File: src/rtl/core/kbq_pkg.sv
// Shared types and constants for the knob and button qualifier.
package kbq_pkg;

  // Field widths fixed by the register map and result format
  localparam int PATTERN_W  = 8;
  localparam int COUNT_W    = 24;
  localparam int PAIR_W     = 2;
  localparam int PAIR_HIST_W = 4;
  localparam int STORE_W    = 8;
  localparam int CFG_IDX_W  = 2;
  localparam int CFG_DATA_W = 24;

  // Encoder transition qualification and step signatures
  localparam logic [15:0]          VALID_PAIR_MASK = 16'h6996;
  localparam logic [STORE_W-1:0]   STORE_CLOCKWISE = 8'hE8;
  localparam logic [STORE_W-1:0]   STORE_ANTICLOCKWISE = 8'h2B;
  localparam logic [COUNT_W-1:0]   COUNT_MAX = 24'hFF_FFFF;

  // Register reset values
  localparam logic [PATTERN_W-1:0] PRESS_PATTERN_RST   = 8'd127;
  localparam logic [PATTERN_W-1:0] RELEASE_PATTERN_RST = 8'd128;
  localparam logic [COUNT_W-1:0]   IDLE_LIMIT_RST      = 24'd100000;

  // Rotation codes
  localparam logic signed [1:0] DIR_NONE = 2'sd0;
  localparam logic signed [1:0] DIR_CW   = 2'sd1;
  localparam logic signed [1:0] DIR_ACW  = -2'sd1;

  // Configuration register indexes
  typedef enum logic [CFG_IDX_W-1:0] {
    CFG_PRESS_PATTERN   = 2'd0,
    CFG_RELEASE_PATTERN = 2'd1,
    CFG_IDLE_LIMIT      = 2'd2
  } cfg_idx_t;

  // Match flags of one button
  typedef struct packed {
    logic pressed;
    logic released;
  } btn_flags_t;

endpackage

File: src/rtl/core/kbq_if.sv
// Channel interfaces: sample input, result output and register write port.
interface kbq_in_if;
  logic valid;
  logic ready;
  logic wake_button_level;
  logic click_button_pin;
  logic quad_a;
  logic quad_b;

  modport source (output valid, wake_button_level, click_button_pin, quad_a, quad_b,
                  input ready);
  modport sink   (input valid, wake_button_level, click_button_pin, quad_a, quad_b,
                  output ready);
endinterface

interface kbq_out_if;
  logic              valid;
  logic              ready;
  logic              event_flag;
  logic              wake_pressed;
  logic              wake_released;
  logic              click_pressed;
  logic              click_released;
  logic signed [1:0] turn_direction;
  logic              standby_request;

  modport source (output valid, event_flag, wake_pressed, wake_released, click_pressed,
                  click_released, turn_direction, standby_request, input ready);
  modport sink   (input valid, event_flag, wake_pressed, wake_released, click_pressed,
                  click_released, turn_direction, standby_request, output ready);
endinterface

interface kbq_cfg_if;
  logic                            valid;
  logic                            ready;
  logic [kbq_pkg::CFG_IDX_W-1:0]   index;
  logic [kbq_pkg::CFG_DATA_W-1:0]  data;

  modport source (output valid, index, data, input ready);
  modport sink   (input valid, index, data, output ready);
endinterface

File: src/rtl/core/kbq_debounce.sv
// Button history shift register with press and release pattern match.
module kbq_debounce #(
  parameter int HISTORY_BITS = 8
) (
  input  logic                            clk,
  input  logic                            rst,
  input  logic                            advance,
  input  logic                            level,
  input  logic [kbq_pkg::PATTERN_W-1:0]   press_pattern,
  input  logic [kbq_pkg::PATTERN_W-1:0]   release_pattern,
  output kbq_pkg::btn_flags_t             flags
);

  localparam int CMP_W = (HISTORY_BITS > kbq_pkg::PATTERN_W) ? HISTORY_BITS
                                                              : kbq_pkg::PATTERN_W;

  logic [HISTORY_BITS-1:0] history;
  logic [HISTORY_BITS-1:0] history_next;
  logic [CMP_W-1:0]        hist_ext;
  logic [CMP_W-1:0]        press_ext;
  logic [CMP_W-1:0]        release_ext;

  // Shift the new level in at the bottom
  assign history_next = {history[HISTORY_BITS-2:0], level};

  // Compare zero-extended so wide patterns never match a short history
  assign hist_ext    = CMP_W'(history_next);
  assign press_ext   = CMP_W'(press_pattern);
  assign release_ext = CMP_W'(release_pattern);

  assign flags.pressed  = (hist_ext == press_ext);
  assign flags.released = (hist_ext == release_ext);

  always_ff @(posedge clk) begin
    if (rst) begin
      history <= '0;
    end else if (advance) begin
      history <= history_next;
    end
  end

endmodule

File: src/rtl/core/kbq_quad_decoder.sv
// Quadrature decoder: qualifies pair transitions and detects full steps.
module kbq_quad_decoder (
  input  logic              clk,
  input  logic              rst,
  input  logic              advance,
  input  logic              quad_a,
  input  logic              quad_b,
  output logic signed [1:0] turn_direction
);

  logic [kbq_pkg::PAIR_HIST_W-1:0] pair_history;
  logic [kbq_pkg::PAIR_HIST_W-1:0] pair_history_next;
  logic [kbq_pkg::STORE_W-1:0]     valid_pair_store;
  logic [kbq_pkg::STORE_W-1:0]     valid_pair_store_next;
  logic                            pair_ok;

  // Previous and current pair form the transition code
  assign pair_history_next = {pair_history[kbq_pkg::PAIR_W-1:0], quad_a, quad_b};
  assign pair_ok           = kbq_pkg::VALID_PAIR_MASK[pair_history_next];

  // Only legal transitions enter the store
  assign valid_pair_store_next = pair_ok
      ? {valid_pair_store[kbq_pkg::PAIR_HIST_W-1:0], pair_history_next}
      : valid_pair_store;

  // Full detent when the last two transitions match a signature
  always_comb begin
    turn_direction = kbq_pkg::DIR_NONE;
    if (pair_ok) begin
      if (valid_pair_store_next == kbq_pkg::STORE_CLOCKWISE) begin
        turn_direction = kbq_pkg::DIR_CW;
      end else if (valid_pair_store_next == kbq_pkg::STORE_ANTICLOCKWISE) begin
        turn_direction = kbq_pkg::DIR_ACW;
      end
    end
  end

  always_ff @(posedge clk) begin
    if (rst) begin
      pair_history     <= '0;
      valid_pair_store <= '0;
    end else if (advance) begin
      pair_history     <= pair_history_next;
      valid_pair_store <= valid_pair_store_next;
    end
  end

endmodule

File: src/rtl/core/kbq_idle_timer.sv
// Saturating idle tick counter with standby threshold compare.
module kbq_idle_timer (
  input  logic                          clk,
  input  logic                          rst,
  input  logic                          advance,
  input  logic                          event_seen,
  input  logic [kbq_pkg::COUNT_W-1:0]   idle_limit,
  output logic                          standby_request
);

  logic [kbq_pkg::COUNT_W-1:0] idle_count;
  logic [kbq_pkg::COUNT_W-1:0] idle_count_next;

  // Clear on any event, else count up and hold at full scale
  always_comb begin
    if (event_seen) begin
      idle_count_next = '0;
    end else if (idle_count == kbq_pkg::COUNT_MAX) begin
      idle_count_next = idle_count;
    end else begin
      idle_count_next = idle_count + 1'b1;
    end
  end

  assign standby_request = (idle_count_next > idle_limit);

  always_ff @(posedge clk) begin
    if (rst) begin
      idle_count <= '0;
    end else if (advance) begin
      idle_count <= idle_count_next;
    end
  end

endmodule

File: src/rtl/core/knob_and_button_qualifier_top.sv
// Each accepted sample item is registered into the result register, valid in the cycle after acceptance.
// Throughput: one item per cycle; the result register refills whenever it is
// empty or being taken, so the sample side stalls only while output is held.
// Reset (rst, synchronous): histories, encoder store and idle count clear,
// registers return to press 127, release 128, idle limit 100000.
module knob_and_button_qualifier_top #(
  parameter int HISTORY_BITS = 8
) (
  input  logic    clk,
  input  logic    rst,
  kbq_in_if.sink  in_ch,
  kbq_out_if.source out_ch,
  kbq_cfg_if.sink cfg_ch
);

  logic [kbq_pkg::PATTERN_W-1:0] press_pattern;
  logic [kbq_pkg::PATTERN_W-1:0] release_pattern;
  logic [kbq_pkg::COUNT_W-1:0]   idle_limit;

  logic                 advance;
  kbq_pkg::btn_flags_t  wake_flags;
  kbq_pkg::btn_flags_t  click_flags;
  logic signed [1:0]    turn_dir;
  logic                 event_seen;
  logic                 standby;

  // Register write port, always ready
  assign cfg_ch.ready = 1'b1;

  always_ff @(posedge clk) begin
    if (rst) begin
      press_pattern   <= kbq_pkg::PRESS_PATTERN_RST;
      release_pattern <= kbq_pkg::RELEASE_PATTERN_RST;
      idle_limit      <= kbq_pkg::IDLE_LIMIT_RST;
    end else if (cfg_ch.valid) begin
      case (kbq_pkg::cfg_idx_t'(cfg_ch.index))
        kbq_pkg::CFG_PRESS_PATTERN:
          press_pattern <= cfg_ch.data[kbq_pkg::PATTERN_W-1:0];
        kbq_pkg::CFG_RELEASE_PATTERN:
          release_pattern <= cfg_ch.data[kbq_pkg::PATTERN_W-1:0];
        kbq_pkg::CFG_IDLE_LIMIT:
          idle_limit <= cfg_ch.data;
        default: ;
      endcase
    end
  end

  // Take a sample when the result register is free or draining
  assign in_ch.ready = !out_ch.valid || out_ch.ready;
  assign advance     = in_ch.valid && in_ch.ready;

  kbq_debounce #(.HISTORY_BITS(HISTORY_BITS)) u_wake (
    .clk             (clk),
    .rst             (rst),
    .advance         (advance),
    .level           (in_ch.wake_button_level),
    .press_pattern   (press_pattern),
    .release_pattern (release_pattern),
    .flags           (wake_flags)
  );

  // Pull-up pin: low means pressed
  kbq_debounce #(.HISTORY_BITS(HISTORY_BITS)) u_click (
    .clk             (clk),
    .rst             (rst),
    .advance         (advance),
    .level           (!in_ch.click_button_pin),
    .press_pattern   (press_pattern),
    .release_pattern (release_pattern),
    .flags           (click_flags)
  );

  kbq_quad_decoder u_quad (
    .clk            (clk),
    .rst            (rst),
    .advance        (advance),
    .quad_a         (in_ch.quad_a),
    .quad_b         (in_ch.quad_b),
    .turn_direction (turn_dir)
  );

  assign event_seen = wake_flags.pressed || wake_flags.released ||
                      click_flags.pressed || click_flags.released ||
                      (turn_dir != kbq_pkg::DIR_NONE);

  kbq_idle_timer u_idle (
    .clk             (clk),
    .rst             (rst),
    .advance         (advance),
    .event_seen      (event_seen),
    .idle_limit      (idle_limit),
    .standby_request (standby)
  );

  // Result register: valid bit
  always_ff @(posedge clk) begin
    if (rst) begin
      out_ch.valid <= 1'b0;
    end else if (advance) begin
      out_ch.valid <= 1'b1;
    end else if (out_ch.ready) begin
      out_ch.valid <= 1'b0;
    end
  end

  // Result register: payload
  always_ff @(posedge clk) begin
    if (advance) begin
      out_ch.event_flag      <= event_seen;
      out_ch.wake_pressed    <= wake_flags.pressed;
      out_ch.wake_released   <= wake_flags.released;
      out_ch.click_pressed   <= click_flags.pressed;
      out_ch.click_released  <= click_flags.released;
      out_ch.turn_direction  <= turn_dir;
      out_ch.standby_request <= standby;
    end
  end

endmodule

File: src/flat_wrapper.sv
// flat-port wrapper written by rule: the top's interface ports become plain ports
module knob_and_button_qualifier_top_flat 
#(
  parameter int HISTORY_BITS = 8
)
  (clk, rst, in_ch_valid, in_ch_wake_button_level, in_ch_click_button_pin, in_ch_quad_a, in_ch_quad_b, in_ch_ready, out_ch_valid, out_ch_event_flag, out_ch_wake_pressed, out_ch_wake_released, out_ch_click_pressed, out_ch_click_released, out_ch_turn_direction, out_ch_standby_request, out_ch_ready, cfg_ch_valid, cfg_ch_index, cfg_ch_data, cfg_ch_ready);
  kbq_in_if in_ch_i ();
  kbq_out_if out_ch_i ();
  kbq_cfg_if cfg_ch_i ();
  input  logic clk;
  input  logic rst;
  input wire logic [$bits(in_ch_i.valid)-1:0] in_ch_valid;
  input wire logic [$bits(in_ch_i.wake_button_level)-1:0] in_ch_wake_button_level;
  input wire logic [$bits(in_ch_i.click_button_pin)-1:0] in_ch_click_button_pin;
  input wire logic [$bits(in_ch_i.quad_a)-1:0] in_ch_quad_a;
  input wire logic [$bits(in_ch_i.quad_b)-1:0] in_ch_quad_b;
  output wire logic [$bits(in_ch_i.ready)-1:0] in_ch_ready;
  output wire logic [$bits(out_ch_i.valid)-1:0] out_ch_valid;
  output wire logic [$bits(out_ch_i.event_flag)-1:0] out_ch_event_flag;
  output wire logic [$bits(out_ch_i.wake_pressed)-1:0] out_ch_wake_pressed;
  output wire logic [$bits(out_ch_i.wake_released)-1:0] out_ch_wake_released;
  output wire logic [$bits(out_ch_i.click_pressed)-1:0] out_ch_click_pressed;
  output wire logic [$bits(out_ch_i.click_released)-1:0] out_ch_click_released;
  output wire logic [$bits(out_ch_i.turn_direction)-1:0] out_ch_turn_direction;
  output wire logic [$bits(out_ch_i.standby_request)-1:0] out_ch_standby_request;
  input wire logic [$bits(out_ch_i.ready)-1:0] out_ch_ready;
  input wire logic [$bits(cfg_ch_i.valid)-1:0] cfg_ch_valid;
  input wire logic [$bits(cfg_ch_i.index)-1:0] cfg_ch_index;
  input wire logic [$bits(cfg_ch_i.data)-1:0] cfg_ch_data;
  output wire logic [$bits(cfg_ch_i.ready)-1:0] cfg_ch_ready;
  assign in_ch_i.valid = in_ch_valid;
  assign in_ch_i.wake_button_level = in_ch_wake_button_level;
  assign in_ch_i.click_button_pin = in_ch_click_button_pin;
  assign in_ch_i.quad_a = in_ch_quad_a;
  assign in_ch_i.quad_b = in_ch_quad_b;
  assign in_ch_ready = in_ch_i.ready;
  assign out_ch_valid = out_ch_i.valid;
  assign out_ch_event_flag = out_ch_i.event_flag;
  assign out_ch_wake_pressed = out_ch_i.wake_pressed;
  assign out_ch_wake_released = out_ch_i.wake_released;
  assign out_ch_click_pressed = out_ch_i.click_pressed;
  assign out_ch_click_released = out_ch_i.click_released;
  assign out_ch_turn_direction = out_ch_i.turn_direction;
  assign out_ch_standby_request = out_ch_i.standby_request;
  assign out_ch_i.ready = out_ch_ready;
  assign cfg_ch_i.valid = cfg_ch_valid;
  assign cfg_ch_i.index = cfg_ch_index;
  assign cfg_ch_i.data = cfg_ch_data;
  assign cfg_ch_ready = cfg_ch_i.ready;
  knob_and_button_qualifier_top #(.HISTORY_BITS(HISTORY_BITS)) u_core (.clk(clk), .rst(rst), .in_ch(in_ch_i), .out_ch(out_ch_i), .cfg_ch(cfg_ch_i));
endmodule
File: config.mk
export PLATFORM = sky130hd
export DESIGN_NAME = knob_and_button_qualifier_top_flat
export DESIGN_NICKNAME = d
export VERILOG_FILES = /design/src/rtl/core/kbq_pkg.sv /design/src/rtl/core/kbq_if.sv /design/src/rtl/core/kbq_debounce.sv /design/src/rtl/core/kbq_quad_decoder.sv /design/src/rtl/core/kbq_idle_timer.sv /design/src/rtl/core/knob_and_button_qualifier_top.sv /design/src/flat_wrapper.sv
export SDC_FILE = /design/constraint.sdc
export NUM_CORES = 1
export LEC_CHECK = 0
export ABC_AREA = 1
export BUFFER_PORTS_ARGS = -buffer_cell sky130_fd_sc_hd__buf_2
export CORE_UTILIZATION = 55
export DETAILED_ROUTE_END_ITERATION = 7
export PLACE_DENSITY = 0.79
export SLEW_MARGIN = 20
export SYNTH_ARGS = -nofsm -noshare
export SYNTH_HDL_FRONTEND = slang
export SYNTH_HIERARCHICAL = 1
export SYNTH_SLANG_ARGS = --single-unit
File: constraint.sdc
create_clock -name clk -period 7 [get_ports clk]
set_clock_uncertainty 0.2 [all_clocks]
set_input_delay 0.35 -clock clk [delete_from_list [all_inputs] [get_ports clk]]
set_output_delay 0.35 -clock clk [all_outputs]
set_load 0.02 [all_outputs]
==> reports/results.ini <==
[outcome]
status = finished clean

[drt]
wl_per_cell_microns = 11.6
wl_met1_mm = 6.81
viasPerCell = 4.95
route.vias.total = 5727
drc = 0
drt-pass1-iter-count = 5
antenna_left = 0
routed_wl_mm = 13.4
drt_iter0_drc = 453
met2_length_mm = 5.82
highest_layer = met4
wl_met3_microns = 641

[worst_hold_path]
hp-start = cfg_ch_data[14]
hold_path_depth = 3
hp-class = input port to register
min_to = u_core/idle_limit[14]

[die]
core_area_sq_um = 10500
rows = 37
dieArea_sq_um = 11400
initial_core_util_pct = 57.6
die_y_microns = 107
ios = 46
dieWidth_microns = 107

[setup_path]
crit_arrival_ns = 3.84
reg2reg_to = u_core/out_ch.standby_request
crit_type = register to register
critPathCaptureType = register
start_kind = register
reg2reg_slack_ns = 3.20
path_max_fanout = 24
worstPathRequired_ns = 7.04
rr_worst_depth = 20
r2r_start = u_core/u_quad/pair_history[1]

[timing]
setup_violations = 0
finalWorstSetupSlack_ns = 3.20
period_needed_ns = 3.80
fmax_mhz = 263
rsz0062_at_grt = false
slew-limit-headroom_pct = 39.8
finalCritPeriodShare_pct = 54.3
tightestPinTransition_ns = 0.902
setup_tns_ns = 0
maxSlewViolCount = 0
hold_viol = 0

[power_and_ir_drop]
p_leak_nw = 3.57
seq_power_share_pct = 49.2
power_frac_clock_pct = 30.7
p_per_area_nw_per_um2 = 191
switching_share_pct = 30.6
comb_power_share_pct = 20.1
peakVddDrop_uv = 196
p_switching_mw = 0.390
intPower_mw = 0.884

[cells_and_area]
final_cell_mix = nand2_1 (314), inv_1 (166), nor2_1 (133), dfxtp_1 (88), nand3_1 (57)
multi_input_area_sq_um = 3270
fillers = 1008
final_nets = 1075
syn2layout_area_growth_pct = 9.91
mostFrequentLayoutCell = nand2_1
register_area_sq_um = 2000
n_antenna_cell = 0
layout-drive-gt1-share_pct = 9.71

[logic_synthesis]
syn_area_sq_um = 6060
synth_edf_count = 8
syn_nets = 1032
synth_seq_cells = 96
synth_seq_area_share_pct = 33.0
yosysWarningCount = 6
async_flop_share_pct = 0
synthDistinctLibCells = 35
syn_area_per_cell_sq_um = 6.23
dominantRegCellSynth = dfxtp_1
synthesis.instances = 972

[grt]
antenna_found_initial = 0
grt_first_pass_wirelength_mm = 23.0
grt.overflow.total = 0
grt_max_degree = 94
first_global_vias = 5035
gr-usage-all-layers_pct = 25.0

[clock_tree]
clockBufferDepth = 2
root_buffer = clkbuf_8
cts.htree.levels = 3
path_clk_slew_ns = 0.09
cts_resized = 0
cts_made_buffers = 9
cts_tree = done
clk_latency_ns = 0.37
cts.sinks = 96

[placed_design]
gp_congestion = 0.911
portBuffers = 44
dp_slack_ns = 3.18
post-dp-hpwl_mm = 9.42

[flow_run]
max-cap-violations = 0

[timing repair]
action	in CTS	in global routing
hold endpoints to repair	14	0
setup buffers	0	0
hold buffers	14	0
[worst max-delay path: stages (launching register included)]
cell and delay (ns):
dfxtp_1 0.44, xnor2_1 0.16, nand2_2 0.19, nand2_4 0.18, nand2_1 0.06, nand2_1 0.08, nor2_1 0.05, nand2_1 0.09
nor2_1 0.07, nor2_1 0.10, nand3_1 0.10, inv_1 0.60, nand2_1 0.21, inv_1 0.11, ha_1 0.15, nand2_1 0.08
nor3_1 0.33, nand3_1 0.15, a21oi_1 0.17, nor2_1 0.06, nor2_1 0.07
[synthesized netlist by cell type (all sizes together), types with 8 or more instances]
master | n | area [sq um]
nand2 | 319 | 1220
inv | 166 | 623
nor2 | 137 | 534
dfxtp | 88 | 1760
nand3 | 68 | 395
a21oi | 49 | 279
o21ai | 39 | 199
ha | 25 | 313
buf | 17 | 125
a211oi | 14 | 105
clkbuf | 11 | 41.3
nand4 | 11 | 68.8
edfxtp | 8 | 240
[cells by family after synthesis]
group,after synthesis,synth area share [%]
AOI/OAI and AO/OA,105,10.0
xor gates and xnor gates,4,0.578
adders and majority gates,25,5.16
buffers and inverters,196,13.2
DFF,96,33.0
other,1,0.0619
and+or+nand+nor,545,38.0
[cell type report]
| class | instances | area share (%) |
|---|---|---|
| inverter | 168 | 9.49 |
| sequential | 96 | 30.1 |
| timing repair buffer | 60 | 5.64 |
| clock buffer | 9 | 1.86 |
| tap | 136 | 2.56 |
| multi-input combinational | 680 | 49.1 |
| clock inverter | 7 | 1.30 |
[power by group through the flow]
stage | sequential (mW) | combinational, mW | clock (mW)
2_1_floorplan | 0.633 | 0.190 | 0
4_1_cts | 0.626 | 0.253 | 0.401
3_3_place_gp | 0.638 | 0.241 | 0
5_1_grt | 0.633 | 0.296 | 0.423
3_5_place_dp | 0.638 | 0.246 | 0
6_report | 0.626 | 0.256 | 0.391
[how the worst max path moves through the flow]
| stage | from | end | slack [ns] | cells after the start |
|---|---|---|---|---|
| floorplan | in_ch_quad_b | u_core/out_ch.standby_request | 4.00 | 22 |
| global placement | in_ch_quad_b | u_core/out_ch.standby_request | 3.25 | 23 |
| detailed placement | in_ch_quad_b | u_core/out_ch.standby_request | 3.18 | 22 |
| CTS | u_core/u_quad/pair_history[1] | u_core/out_ch.standby_request | 3.27 | 21 |
| global route | u_core/u_quad/pair_history[1] | u_core/out_ch.standby_request | 2.86 | 22 |
| finish | u_core/u_quad/pair_history[1] | u_core/out_ch.standby_request | 3.20 | 20 |
[per-stage QoR]
step,util [%],power [mW],area [sq um],hold slack [ns],cells
final,63.4,1.27,6660,0.0169,1156
after global routing,63.4,1.35,6660,0.0254,1156
after CTS,63.4,1.28,6660,0.000693,1156
after detailed placement,60.0,0.884,6310,0.259,1126
after global placement,60.0,0.879,6310,0.253,1126
after floorplan,-,0.824,6060,0.219,972
[registers in the layout (all words and copies together), names as in the netlist]
name                            cells
u_core/idle_limit                  24
u_core/out_ch.click_pressed         1
u_core/out_ch.click_released        1
u_core/out_ch.event_flag            1
u_core/out_ch.standby_request       1
u_core/out_ch.turn_direction        2
u_core/out_ch.valid                 1
u_core/out_ch.wake_pressed          1
u_core/out_ch.wake_released         1
u_core/press_pattern                8
u_core/release_pattern              8
u_core/u_click/history              7
u_core/u_idle/idle_count           24
u_core/u_quad/pair_history          2
u_core/u_quad/valid_pair_store      7
u_core/u_wake/history               7
[per-layer routing]
layer  global-route usage (%)  up-vias
met1                     36.2     2500
met4                     8.22        0
li1                         -     3077
met5                        0        -
met2                     38.2      136
met3                     3.59       14
Note: power is estimated with default switching activity, not from simulation.
